[src/hdl/ipfd_pkg.sv]
package ipfd_pkg;

   // Number of data intervals in one frame; the action key is the top byte.
   localparam int FRAME_BITS = 32;
   localparam int CNT_W      = $clog2(FRAME_BITS);

   // Field widths of the item channels and the register port.
   localparam int IV_W      = 16;
   localparam int CODE_W    = 32;
   localparam int KEY_W     = 8;
   localparam int DUTY_W    = 16;
   localparam int TONE_W    = 16;
   localparam int DSTEP_W   = 13;
   localparam int CSR_AW    = 3;
   localparam int CSR_DW    = 16;
   localparam int RSP_RAW_W = CODE_W + KEY_W + 1 + DUTY_W + 1 + TONE_W;
   localparam int RSP_W     = ((RSP_RAW_W + 7) / 8) * 8;

   // Register indexes on the write port.
   localparam logic [CSR_AW-1:0] REG_LEADER_MIN = 3'd0;
   localparam logic [CSR_AW-1:0] REG_LEADER_MAX = 3'd1;
   localparam logic [CSR_AW-1:0] REG_ZERO_MIN   = 3'd2;
   localparam logic [CSR_AW-1:0] REG_ZERO_MAX   = 3'd3;
   localparam logic [CSR_AW-1:0] REG_ONE_MIN    = 3'd4;
   localparam logic [CSR_AW-1:0] REG_ONE_MAX    = 3'd5;
   localparam logic [CSR_AW-1:0] REG_DUTY_STEP  = 3'd6;
   localparam logic [CSR_AW-1:0] REG_TONE_STEP  = 3'd7;

   // Interval windows used by the frame receiver.
   typedef struct packed {
      logic [IV_W-1:0] leader_min;
      logic [IV_W-1:0] leader_max;
      logic [IV_W-1:0] one_min;
      logic [IV_W-1:0] one_max;
   } win_type;

   // Frame receiver status toward the key action unit and the result register.
   typedef struct packed {
      logic              done;
      logic [CODE_W-1:0] code;
      logic [KEY_W-1:0]  key;
   } frame_type;

   // Output register values after a key action.
   typedef struct packed {
      logic              known;
      logic [DUTY_W-1:0] duty;
      logic              led;
      logic [TONE_W-1:0] tone;
   } act_type;

endpackage

[src/hdl/ir_pulse_frame_decoder.sv]
// Pulse-distance infrared frame decoder. Each item on the req_ channel is one measured
// edge-to-edge interval in timer ticks; a leader interval arms the decoder, the next
// interval is skipped as sync, and the following 32 intervals become code bits (inside
// the one window gives 1, first bit in bit 0). At frame end the top code byte drives the
// duty, LED and tone actions and one item carrying the code and the updated values
// appears on rsp_; intervals that do not end a frame give no item. The block takes one
// item per clock cycle while the output is not stalled: an item passes an input register
// and then window compare, key decode and small constant multiplies into the result
// register. The input register keeps taking an item while a result waits in the output
// register; it holds only when both are full. The user must write registers on the csr_
// port only while the block is idle; the block itself does not enforce this.
module ir_pulse_frame_decoder (
   input  logic                          clock,
   input  logic                          reset,
   input  logic                          req_tvalid,
   output logic                          req_tready,
   // interval[15:0]
   input  logic [ipfd_pkg::IV_W-1:0]     req_tdata,
   output logic                          rsp_tvalid,
   input  logic                          rsp_tready,
   // frame_code[31:0], key_byte[39:32], key_known[40], duty_value[56:41],
   // led_on[57], tone_compare[73:58], zero fill[79:74]
   output logic [ipfd_pkg::RSP_W-1:0]    rsp_tdata,
   input  logic                          csr_we,
   input  logic [ipfd_pkg::CSR_AW-1:0]   csr_addr,
   input  logic [ipfd_pkg::CSR_DW-1:0]   csr_wdata
);

   ipfd_pkg::win_type                 win_ff, win_in;
   logic [ipfd_pkg::DSTEP_W-1:0]      duty_step_ff, duty_step_in;
   logic [ipfd_pkg::TONE_W-1:0]       tone_step_ff, tone_step_in;

   logic                              in_valid_ff, in_valid_in;
   logic [ipfd_pkg::IV_W-1:0]         interval_ff, interval_in;
   logic                              rsp_valid_ff, rsp_valid_in;
   logic [ipfd_pkg::CODE_W-1:0]       rsp_code_ff, rsp_code_in;
   logic [ipfd_pkg::KEY_W-1:0]        rsp_key_ff, rsp_key_in;
   ipfd_pkg::act_type                 rsp_act_ff, rsp_act_in;

   logic                              req_accept;
   logic                              advance;
   ipfd_pkg::frame_type               frame;
   ipfd_pkg::act_type                 act;

   // Register writes; the zero window has no effect on decoding and is not kept.
   always_comb begin
      win_in       = win_ff;
      duty_step_in = duty_step_ff;
      tone_step_in = tone_step_ff;
      if (csr_we) begin
         unique case (csr_addr)
            ipfd_pkg::REG_LEADER_MIN: win_in.leader_min = csr_wdata;
            ipfd_pkg::REG_LEADER_MAX: win_in.leader_max = csr_wdata;
            ipfd_pkg::REG_ONE_MIN:    win_in.one_min    = csr_wdata;
            ipfd_pkg::REG_ONE_MAX:    win_in.one_max    = csr_wdata;
            ipfd_pkg::REG_DUTY_STEP:  duty_step_in = csr_wdata[ipfd_pkg::DSTEP_W-1:0];
            ipfd_pkg::REG_TONE_STEP:  tone_step_in = csr_wdata;
            default: ;
         endcase
      end
   end

   always_ff @(posedge clock) begin
      if (reset) begin
         win_ff.leader_min <= 16'd13950;
         win_ff.leader_max <= 16'd14600;
         win_ff.one_min    <= 16'd2230;
         win_ff.one_max    <= 16'd2470;
         duty_step_ff      <= 13'd1047;
         tone_step_ff      <= 16'd116;
      end else begin
         win_ff       <= win_in;
         duty_step_ff <= duty_step_in;
         tone_step_ff <= tone_step_in;
      end
   end

   // The held item moves on when the result register is free or being emptied.
   assign advance    = in_valid_ff && (!rsp_valid_ff || rsp_tready);
   assign req_tready = !in_valid_ff || advance;
   assign req_accept = req_tvalid && req_tready;

   always_comb begin
      in_valid_in = in_valid_ff;
      interval_in = interval_ff;
      if (req_accept) begin
         in_valid_in = 1'b1;
         interval_in = req_tdata;
      end else if (advance) begin
         in_valid_in = 1'b0;
      end
   end

   ipfd_frame_rx u_frame_rx (
      .clock    (clock),
      .reset    (reset),
      .step     (advance),
      .interval (interval_ff),
      .win      (win_ff),
      .frame    (frame)
   );

   ipfd_key_action u_key_action (
      .clock      (clock),
      .reset      (reset),
      .frame_done (frame.done),
      .key        (frame.key),
      .duty_step  (duty_step_ff),
      .tone_step  (tone_step_ff),
      .act        (act)
   );

   // Result register, loaded only when a frame completes.
   always_comb begin
      rsp_valid_in = rsp_valid_ff;
      rsp_code_in  = rsp_code_ff;
      rsp_key_in   = rsp_key_ff;
      rsp_act_in   = rsp_act_ff;
      if (frame.done) begin
         rsp_valid_in = 1'b1;
         rsp_code_in  = frame.code;
         rsp_key_in   = frame.key;
         rsp_act_in   = act;
      end else if (rsp_tready) begin
         rsp_valid_in = 1'b0;
      end
   end

   always_ff @(posedge clock) begin
      if (reset) begin
         in_valid_ff  <= 1'b0;
         rsp_valid_ff <= 1'b0;
      end else begin
         in_valid_ff  <= in_valid_in;
         rsp_valid_ff <= rsp_valid_in;
      end
   end

   always_ff @(posedge clock) begin
      interval_ff <= interval_in;
      rsp_code_ff <= rsp_code_in;
      rsp_key_ff  <= rsp_key_in;
      rsp_act_ff  <= rsp_act_in;
   end

   assign rsp_tvalid = rsp_valid_ff;
   assign rsp_tdata  = {
      (ipfd_pkg::RSP_W - ipfd_pkg::RSP_RAW_W)'(0),
      rsp_act_ff.tone,
      rsp_act_ff.led,
      rsp_act_ff.duty,
      rsp_act_ff.known,
      rsp_key_ff,
      rsp_code_ff
   };

`ifndef NO_ASSERTIONS
   // A frame can only finish while the held item is moving on.
   a_done_on_advance: assert property (@(posedge clock) disable iff (reset)
      frame.done |-> advance)
      else $error("frame completed without an advancing item");

   // A finished frame always lands in the result register.
   a_done_loads: assert property (@(posedge clock) disable iff (reset)
      frame.done |=> rsp_valid_ff && (rsp_code_ff == $past(frame.code)))
      else $error("completed frame not loaded into the result register");

   // A held item that cannot move stays in the input register unchanged.
   a_hold_input: assert property (@(posedge clock) disable iff (reset)
      in_valid_ff && !advance |=> in_valid_ff && $stable(interval_ff))
      else $error("stalled input item lost or changed");
`endif

endmodule

[src/hdl/ipfd_frame_rx.sv]
module ipfd_frame_rx (
   input  logic                       clock,
   input  logic                       reset,
   input  logic                       step,
   input  logic [ipfd_pkg::IV_W-1:0]  interval,
   input  ipfd_pkg::win_type          win,
   output ipfd_pkg::frame_type        frame
);

   localparam logic [1:0] PH_IDLE = 2'd0;
   localparam logic [1:0] PH_SYNC = 2'd1;
   localparam logic [1:0] PH_DATA = 2'd2;
   localparam logic [ipfd_pkg::CNT_W-1:0] LAST_BIT =
      ipfd_pkg::CNT_W'(ipfd_pkg::FRAME_BITS - 1);

   logic [1:0]                        phase_ff, phase_in;
   logic [ipfd_pkg::CNT_W-1:0]        bit_cnt_ff, bit_cnt_in;
   logic [ipfd_pkg::FRAME_BITS-1:0]   code_ff, code_in;
   logic                              is_leader;
   logic                              is_one;
   logic                              done;

   // Window checks; all bounds are exclusive.
   assign is_leader = (interval > win.leader_min) && (interval < win.leader_max);
   assign is_one    = (interval > win.one_min) && (interval < win.one_max);

   // Phase sequencing and bit assembly, first bit into bit 0.
   always_comb begin
      phase_in   = phase_ff;
      bit_cnt_in = bit_cnt_ff;
      code_in    = code_ff;
      done       = 1'b0;
      if (step) begin
         unique case (phase_ff)
            PH_SYNC: begin
               // The sync edge is dropped and the frame starts clean.
               phase_in   = PH_DATA;
               bit_cnt_in = '0;
               code_in    = '0;
            end
            PH_DATA: begin
               if (is_one) begin
                  code_in[bit_cnt_ff] = 1'b1;
               end
               if (bit_cnt_ff == LAST_BIT) begin
                  phase_in   = PH_IDLE;
                  bit_cnt_in = '0;
                  done       = 1'b1;
               end else begin
                  bit_cnt_in = ipfd_pkg::CNT_W'(bit_cnt_ff + 1'b1);
               end
            end
            default: begin
               // Idle, and the unused code behaves as idle.
               phase_in = is_leader ? PH_SYNC : PH_IDLE;
            end
         endcase
      end
   end

   always_ff @(posedge clock) begin
      if (reset) begin
         phase_ff   <= PH_IDLE;
         bit_cnt_ff <= '0;
         code_ff    <= '0;
      end else begin
         phase_ff   <= phase_in;
         bit_cnt_ff <= bit_cnt_in;
         code_ff    <= code_in;
      end
   end

   assign frame.done = done;
   assign frame.code = ipfd_pkg::CODE_W'(code_in);
   assign frame.key  = code_in[ipfd_pkg::FRAME_BITS-1 -: ipfd_pkg::KEY_W];

`ifndef NO_ASSERTIONS
   // A frame only completes on the last data interval.
   a_done_last: assert property (@(posedge clock) disable iff (reset)
      done |-> (phase_ff == PH_DATA) && (bit_cnt_ff == LAST_BIT))
      else $error("frame completed outside the last data interval");

   // The interval after the sync edge starts at bit zero with a clear code.
   a_sync_clear: assert property (@(posedge clock) disable iff (reset)
      step && (phase_ff == PH_SYNC) |=>
         (phase_ff == PH_DATA) && (bit_cnt_ff == '0) && (code_ff == '0))
      else $error("data phase did not start clean after sync");

   // After a completed frame the receiver waits for a new leader.
   a_done_idle: assert property (@(posedge clock) disable iff (reset)
      done |=> (phase_ff == PH_IDLE) && (bit_cnt_ff == '0))
      else $error("receiver not idle after frame end");
`endif

endmodule

[src/hdl/ipfd_key_action.sv]
module ipfd_key_action (
   input  logic                          clock,
   input  logic                          reset,
   input  logic                          frame_done,
   input  logic [ipfd_pkg::KEY_W-1:0]    key,
   input  logic [ipfd_pkg::DSTEP_W-1:0]  duty_step,
   input  logic [ipfd_pkg::TONE_W-1:0]   tone_step,
   output ipfd_pkg::act_type             act
);

   localparam logic [ipfd_pkg::KEY_W-1:0] KEY_A5 = 8'hA5;
   localparam logic [ipfd_pkg::KEY_W-1:0] KEY_AD = 8'hAD;
   localparam logic [ipfd_pkg::KEY_W-1:0] KEY_B8 = 8'hB8;
   localparam logic [ipfd_pkg::KEY_W-1:0] KEY_B9 = 8'hB9;
   localparam logic [ipfd_pkg::KEY_W-1:0] KEY_BA = 8'hBA;
   localparam logic [ipfd_pkg::KEY_W-1:0] KEY_BB = 8'hBB;
   localparam logic [ipfd_pkg::KEY_W-1:0] KEY_BC = 8'hBC;
   localparam logic [ipfd_pkg::KEY_W-1:0] KEY_BF = 8'hBF;
   localparam logic [ipfd_pkg::KEY_W-1:0] KEY_E3 = 8'hE3;
   localparam logic [ipfd_pkg::KEY_W-1:0] KEY_E6 = 8'hE6;
   localparam logic [ipfd_pkg::KEY_W-1:0] KEY_E7 = 8'hE7;
   localparam logic [ipfd_pkg::KEY_W-1:0] KEY_E9 = 8'hE9;
   localparam logic [ipfd_pkg::KEY_W-1:0] KEY_EA = 8'hEA;
   localparam logic [ipfd_pkg::KEY_W-1:0] KEY_F2 = 8'hF2;
   localparam logic [ipfd_pkg::KEY_W-1:0] KEY_F6 = 8'hF6;
   localparam logic [ipfd_pkg::KEY_W-1:0] KEY_F7 = 8'hF7;
   localparam logic [ipfd_pkg::KEY_W-1:0] KEY_F8 = 8'hF8;

   localparam logic [ipfd_pkg::TONE_W-1:0] TONE_LOW  = 16'd524;
   localparam logic [ipfd_pkg::TONE_W-1:0] TONE_HIGH = 16'd2621;
   localparam logic [ipfd_pkg::TONE_W-1:0] TONE_MID  = 16'd1572;

   // Duty step times a small level, wrapped to the duty width.
   function automatic logic [ipfd_pkg::DUTY_W-1:0] duty_times(
      input logic [ipfd_pkg::DSTEP_W-1:0] s,
      input logic [3:0]                   k
   );
      logic [ipfd_pkg::DSTEP_W+3:0] p;
      p = s * k;
      return p[ipfd_pkg::DUTY_W-1:0];
   endfunction

   logic [ipfd_pkg::DUTY_W-1:0] duty_ff, duty_in;
   logic                        led_ff, led_in;
   logic [ipfd_pkg::TONE_W-1:0] tone_ff, tone_in;
   logic                        known;
   logic [ipfd_pkg::TONE_W-1:0] tone_up;
   logic [ipfd_pkg::TONE_W-1:0] tone_down;
   logic [ipfd_pkg::DUTY_W-1:0] duty_comp;

   assign tone_up   = ipfd_pkg::TONE_W'(tone_ff + tone_step);
   assign tone_down = ipfd_pkg::TONE_W'(tone_ff - tone_step);
   assign duty_comp = ipfd_pkg::DUTY_W'(duty_times(duty_step, 4'd10) - duty_ff);

   // Key decoder; an unknown key leaves every register as it was.
   always_comb begin
      duty_in = duty_ff;
      led_in  = led_ff;
      tone_in = tone_ff;
      known   = 1'b0;
      if (frame_done) begin
         known = 1'b1;
         unique case (key) inside
            KEY_F2: duty_in = duty_times(duty_step, 4'd1);
            KEY_E6: duty_in = duty_times(duty_step, 4'd3);
            KEY_F7: duty_in = duty_times(duty_step, 4'd4);
            KEY_E3: duty_in = duty_times(duty_step, 4'd5);
            KEY_A5: duty_in = duty_times(duty_step, 4'd6);
            KEY_BB: duty_in = duty_times(duty_step, 4'd10);
            KEY_BF, KEY_E9: duty_in = '0;
            KEY_BC: duty_in = duty_comp;
            KEY_E7: begin
               duty_in = duty_times(duty_step, 4'd2);
               if (tone_ff != TONE_HIGH) begin
                  tone_in = tone_up;
               end
            end
            KEY_AD: begin
               duty_in = duty_times(duty_step, 4'd8);
               if (tone_ff != TONE_LOW) begin
                  tone_in = tone_down;
               end
            end
            KEY_F6: begin
               duty_in = duty_times(duty_step, 4'd7);
               tone_in = TONE_HIGH;
            end
            KEY_EA: begin
               duty_in = duty_times(duty_step, 4'd9);
               tone_in = TONE_MID;
            end
            KEY_F8: tone_in = TONE_LOW;
            KEY_B8: led_in  = ~led_ff;
            KEY_B9: led_in  = 1'b0;
            KEY_BA: led_in  = 1'b1;
            default: known  = 1'b0;
         endcase
      end
   end

   always_ff @(posedge clock) begin
      if (reset) begin
         duty_ff <= '0;
         led_ff  <= 1'b0;
         tone_ff <= '0;
      end else begin
         duty_ff <= duty_in;
         led_ff  <= led_in;
         tone_ff <= tone_in;
      end
   end

   assign act.known = known;
   assign act.duty  = duty_in;
   assign act.led   = led_in;
   assign act.tone  = tone_in;

endmodule
[config.mk]
export PLATFORM = sky130hd
export DESIGN_NAME = ir_pulse_frame_decoder
export DESIGN_NICKNAME = d
export VERILOG_FILES = /design/src/hdl/ipfd_pkg.sv /design/src/hdl/ir_pulse_frame_decoder.sv /design/src/hdl/ipfd_frame_rx.sv /design/src/hdl/ipfd_key_action.sv
export SDC_FILE = /design/constraint.sdc
export NUM_CORES = 1
export LEC_CHECK = 0
export BUFFER_PORTS_ARGS = -buffer_cell sky130_fd_sc_hd__buf_2
export CORE_MARGIN = 2
export CORE_UTILIZATION = 48
export CTS_CLUSTER_SIZE = 25
export DETAILED_ROUTE_END_ITERATION = 8
export GPL_TIMING_DRIVEN = 1
export PLACE_DENSITY = 0.64
export SYNTH_ARGS = -nofsm -noshare
export SYNTH_HDL_FRONTEND = slang
export SYNTH_HIERARCHICAL = 1
export SYNTH_SLANG_ARGS = --single-unit
[constraint.sdc]
create_clock -name clock -period 10.5 [get_ports clock]
set_clock_uncertainty 0.15 [all_clocks]
set_input_delay 2.1 -clock clock [delete_from_list [all_inputs] [get_ports clock]]
set_output_delay 2.1 -clock clock [all_outputs]
set_load 0.005 [all_outputs]
==> results.md <==
Setup path
• class of the most critical setup path: input pin to register
• largest fanout on the critical path: 30
• data required time of the worst path: 10.68 ns
• critical-path cell list: buf_2 -> nand2b_1 -> and2_1 -> nand2b_2 -> or4_4 -> a211oi_4 -> nand3_2 -> o21ai_1 -> nand3_1 -> o32ai_1 -> nand2_1 -> a31oi_2 -> buf_4 -> nand3_1 -> or3_1 -> a221oi_1 -> nor2_1
• type of destination of the critical path: register
• critical path launch point type: input pin
• Slowest Stage Delay on Critical Path: 0.82 ns
• crit path DAT: 7.18 ns
• Critical Path Most Common Cell: nand3_1
• worst-path cell with the longest stage delay: o21ai_1

STA
• min cycle time layout: 7.00 ns
• count of endpoints failing hold in the final timing report: 0
• final setup violation count: 0
• RSZ-0062 raised after global routing: no
• final slew viol count: 0
• final hold slack: 0.299 ns
• setup TNS: 0 ns
• maximum clock frequency: 143 MHz
• normalized max-slew margin: 21.7%
• Slew @ Worst Pin: 1.17 ns
• share of the clock period used by the worst path after layout: 66.7%

Clocking
• CTS clk-pin slew, worst paths: 0.06 ns
• total clock buffers created by CTS: 29
• clock root cell: clkbuf_16
• clock tree from TritonCTS: done
• post-CTS repair timing setup buffer count: 0
• Clock Latency Late Sink: 0.59 ns
• H-tree levels: 1
• number of hold buffers added after cts: 0
• number of gates resized after cts: 0
• Sink Count: 257
• buffers from clock root to sink, at most: 3

Global routing
• global-route wire length before repair: 77.0 mm
• GRT Total Usage: 25.2%
• GR Overflow Total: 0
• antenna violations before repair: 1
• via count of the first global-routing pass: 14,200
• pin count of the biggest net entering global routing: 78

Drt
• total DRC errors in the routed layout: 0
• Met1 Routed Length: 21.8 mm
• vias per cell: 5.93
• final WL: 49.6 mm
• average wire length per cell after detail routing: 19.6 microns
• detailed router's first-iteration violation count: 1,040
• iteration count of the initial detailed-routing pass: 6
• wire length on met3: 3.17 mm
• Vias: 15,000
• length of routed met2 wiring: 23.1 mm
• number of nets with antenna violations after routing: 0
• highest routed layer: met4

Floorplanning
• Initial Utilization: 48.6%
• Core Region: 36,500 sq um
• die width: 196 microns
• full die area: 38,600 sq um
• chip height: 196 microns
• num rows: 70
• top-level I/O count: 122

Place
• count of buffers from port buffering: 115
• DP HPWL: 37.3 mm
• placer's final routability congestion estimate: 0.976
• standard cell area after detailed placement: 18,600 sq um

Flow run
• number of max-capacitance violations reported: 0

Min path
• class of the worst hold path: register to register

Yosys
• average cell area after synthesis: 9.05 sq um
• post-synthesis instance area: 17,800 sq um
• Synth warnings: 6
• number of synthesized register bits: 257
• number of cells produced by synthesis: 1,962
• portion of the post-synthesis area used by sequential elements: 34.0%
• fraction of registers with async set or reset after synthesis: 0%
• dominant synthesized flop cell: dfxtp_1
• Distinct cells, synth: 97
• number of enable-type register cells in the synthesized netlist: 90

Run status
• status: finished clean

Finish
• Inserted Diodes: 0
• share of post-route cells with drive strength above 1: 11.7%
• Final Instance Area: 19,600 sq um
• total number of nets in the final design: 2,279
• Reg area: 6050 sq um
• core occupancy in the finished layout: 53.6%
• area used by multi-input combinational logic: 10,700 sq um
• relative area change from synthesis to final layout: 10.3%
• layout filler cell count: 3,409

Pwr
• worst supply voltage drop on vdd: 0.000122 V
• LEAKAGE: 8.07 nW
• PD cells: 118 nW/um^2

[cells in the mapped netlist (all sizes together), types with 8 or more instances]
library cell	count	area (sq um)
ha	181	2260
dfxtp	167	3340
nor2	147	552
nand2	145	544
inv	141	529
o21ai	129	691
a21oi	106	531
mux2i	104	1040
nand2b	94	591
edfxtp	90	2700
buf	52	352
nand3	52	280
clkbuf	48	183
a211oi	31	245
nor3	30	150
and2	28	175
a21o	25	188
xnor2	24	210
xor2	24	210
nand4	20	131
fa	19	380
nor2b	18	113
o211ai	17	128
a221oi	16	146
a31oi	16	106
o21a	16	120
and3	15	93.8
nor4	13	87.6
or3	13	81.3
a22oi	10	75.1
o21bai	9	67.6
o22ai	9	56.3
or4	9	75.1
a2111oi	8	88.8
o31ai	8	60.1
[report_power, final]
part	internal, mW	switching [mW]	total, mW
Clock	0.588	0.428	1.02
Sequential	1.04	0.0140	1.05
Combinational	0.0988	0.149	0.248
Total	1.73	0.591	2.32
[per-stage QoR]
stage / worst slack [ns] / power (mW) / instances
2_1_floorplan: 4.43 / 1.25 / 1967
3_3_place_gp: 3.09 / 1.31 / 2476
3_5_place_dp: 2.97 / 1.32 / 2476
4_1_cts: 3.57 / 2.34 / 2530
5_1_grt: 3.05 / 2.42 / 2530
6_report: 3.50 / 2.32 / 2530
[worst max-delay path, delay by kind of cell]
| kind | cells | cell delay, ns |
|---|---|---|
| AO/OA/AOI/OAI | 5 | 2.07 |
| buffers and inverters | 2 | 0.43 |
| AND/OR/NAND/NOR | 10 | 2.53 |
[cell usage in the layout, fill, tap and decap left out, types with 24 or more instances in the layout]
master and instances:
o21ai_1 35, and2_1 28, xnor2_1 24, mux2i_1 104
xor2_1 24, ha_1 181, dfxtp_1 167, nor3_1 28
clkbuf_16 30, nor2_1 146, buf_4 27, nand3_1 48
a21o_1 25, a211oi_1 30, nand2_1 145, buf_2 114
nand2b_1 93, a21oi_1 106, o21ai_0 82, inv_1 141
edfxtp_1 90
[metal layers]
layer	track usage, %	up-vias
met4	8.73	0
met2	42.1	448
li1	-	7267
met5	0	-
met1	33.2	7198
met3	3.83	85
[state kept, by name (all words and copies together) (netlist names)]
register / cells
interval_ff: 16
u_frame_rx/phase_ff: 2
tone_step_ff: 16
rsp_tdata: 34
rsp_code_ff: 32
duty_step_ff: 13
rsp_key_ff: 8
u_frame_rx/code_ff: 32
rsp_tvalid: 1
u_key_action/tone_ff: 16
u_key_action/duty_ff: 16
u_key_action/led_ff: 1
win_ff: 64
u_frame_rx/bit_cnt_ff: 5
in_valid_ff: 1
[final timing paths]
check,from,endpoint,slack (ns),cells past startpoint
min,u_frame_rx/code_ff[5],u_frame_rx/code_ff[5],0.30,2
min reg2reg,u_frame_rx/code_ff[5],u_frame_rx/code_ff[5],0.30,2
max reg2reg,interval_ff[14],rsp_tdata[67],4.28,15
max,rsp_tready,rsp_tdata[67],3.50,17
[logic make-up (layout without fill, tap and decap cells)]
logic type	Yosys count	in the layout	share of synthesized area, %
fa+ha+maj	200	200	14.9
simple gates	631	631	18.5
mux	106	106	5.99
compound gates	478	478	18.2
buf+inv	241	336	5.99
other cells	1	6	0.0211
flops	257	257	34.0
xor+xnor	48	48	2.37
[cell type report]
cell class	count	share of cell area, %
clock buffers	42	4.32
clock inverters	12	0.575
inverters	141	2.70
multi-input cells	1469	54.6
flip-flops and latches	257	30.9
well taps	468	2.99
repair buffers	141	3.95
Note: power is estimated with default switching activity, not from simulation.
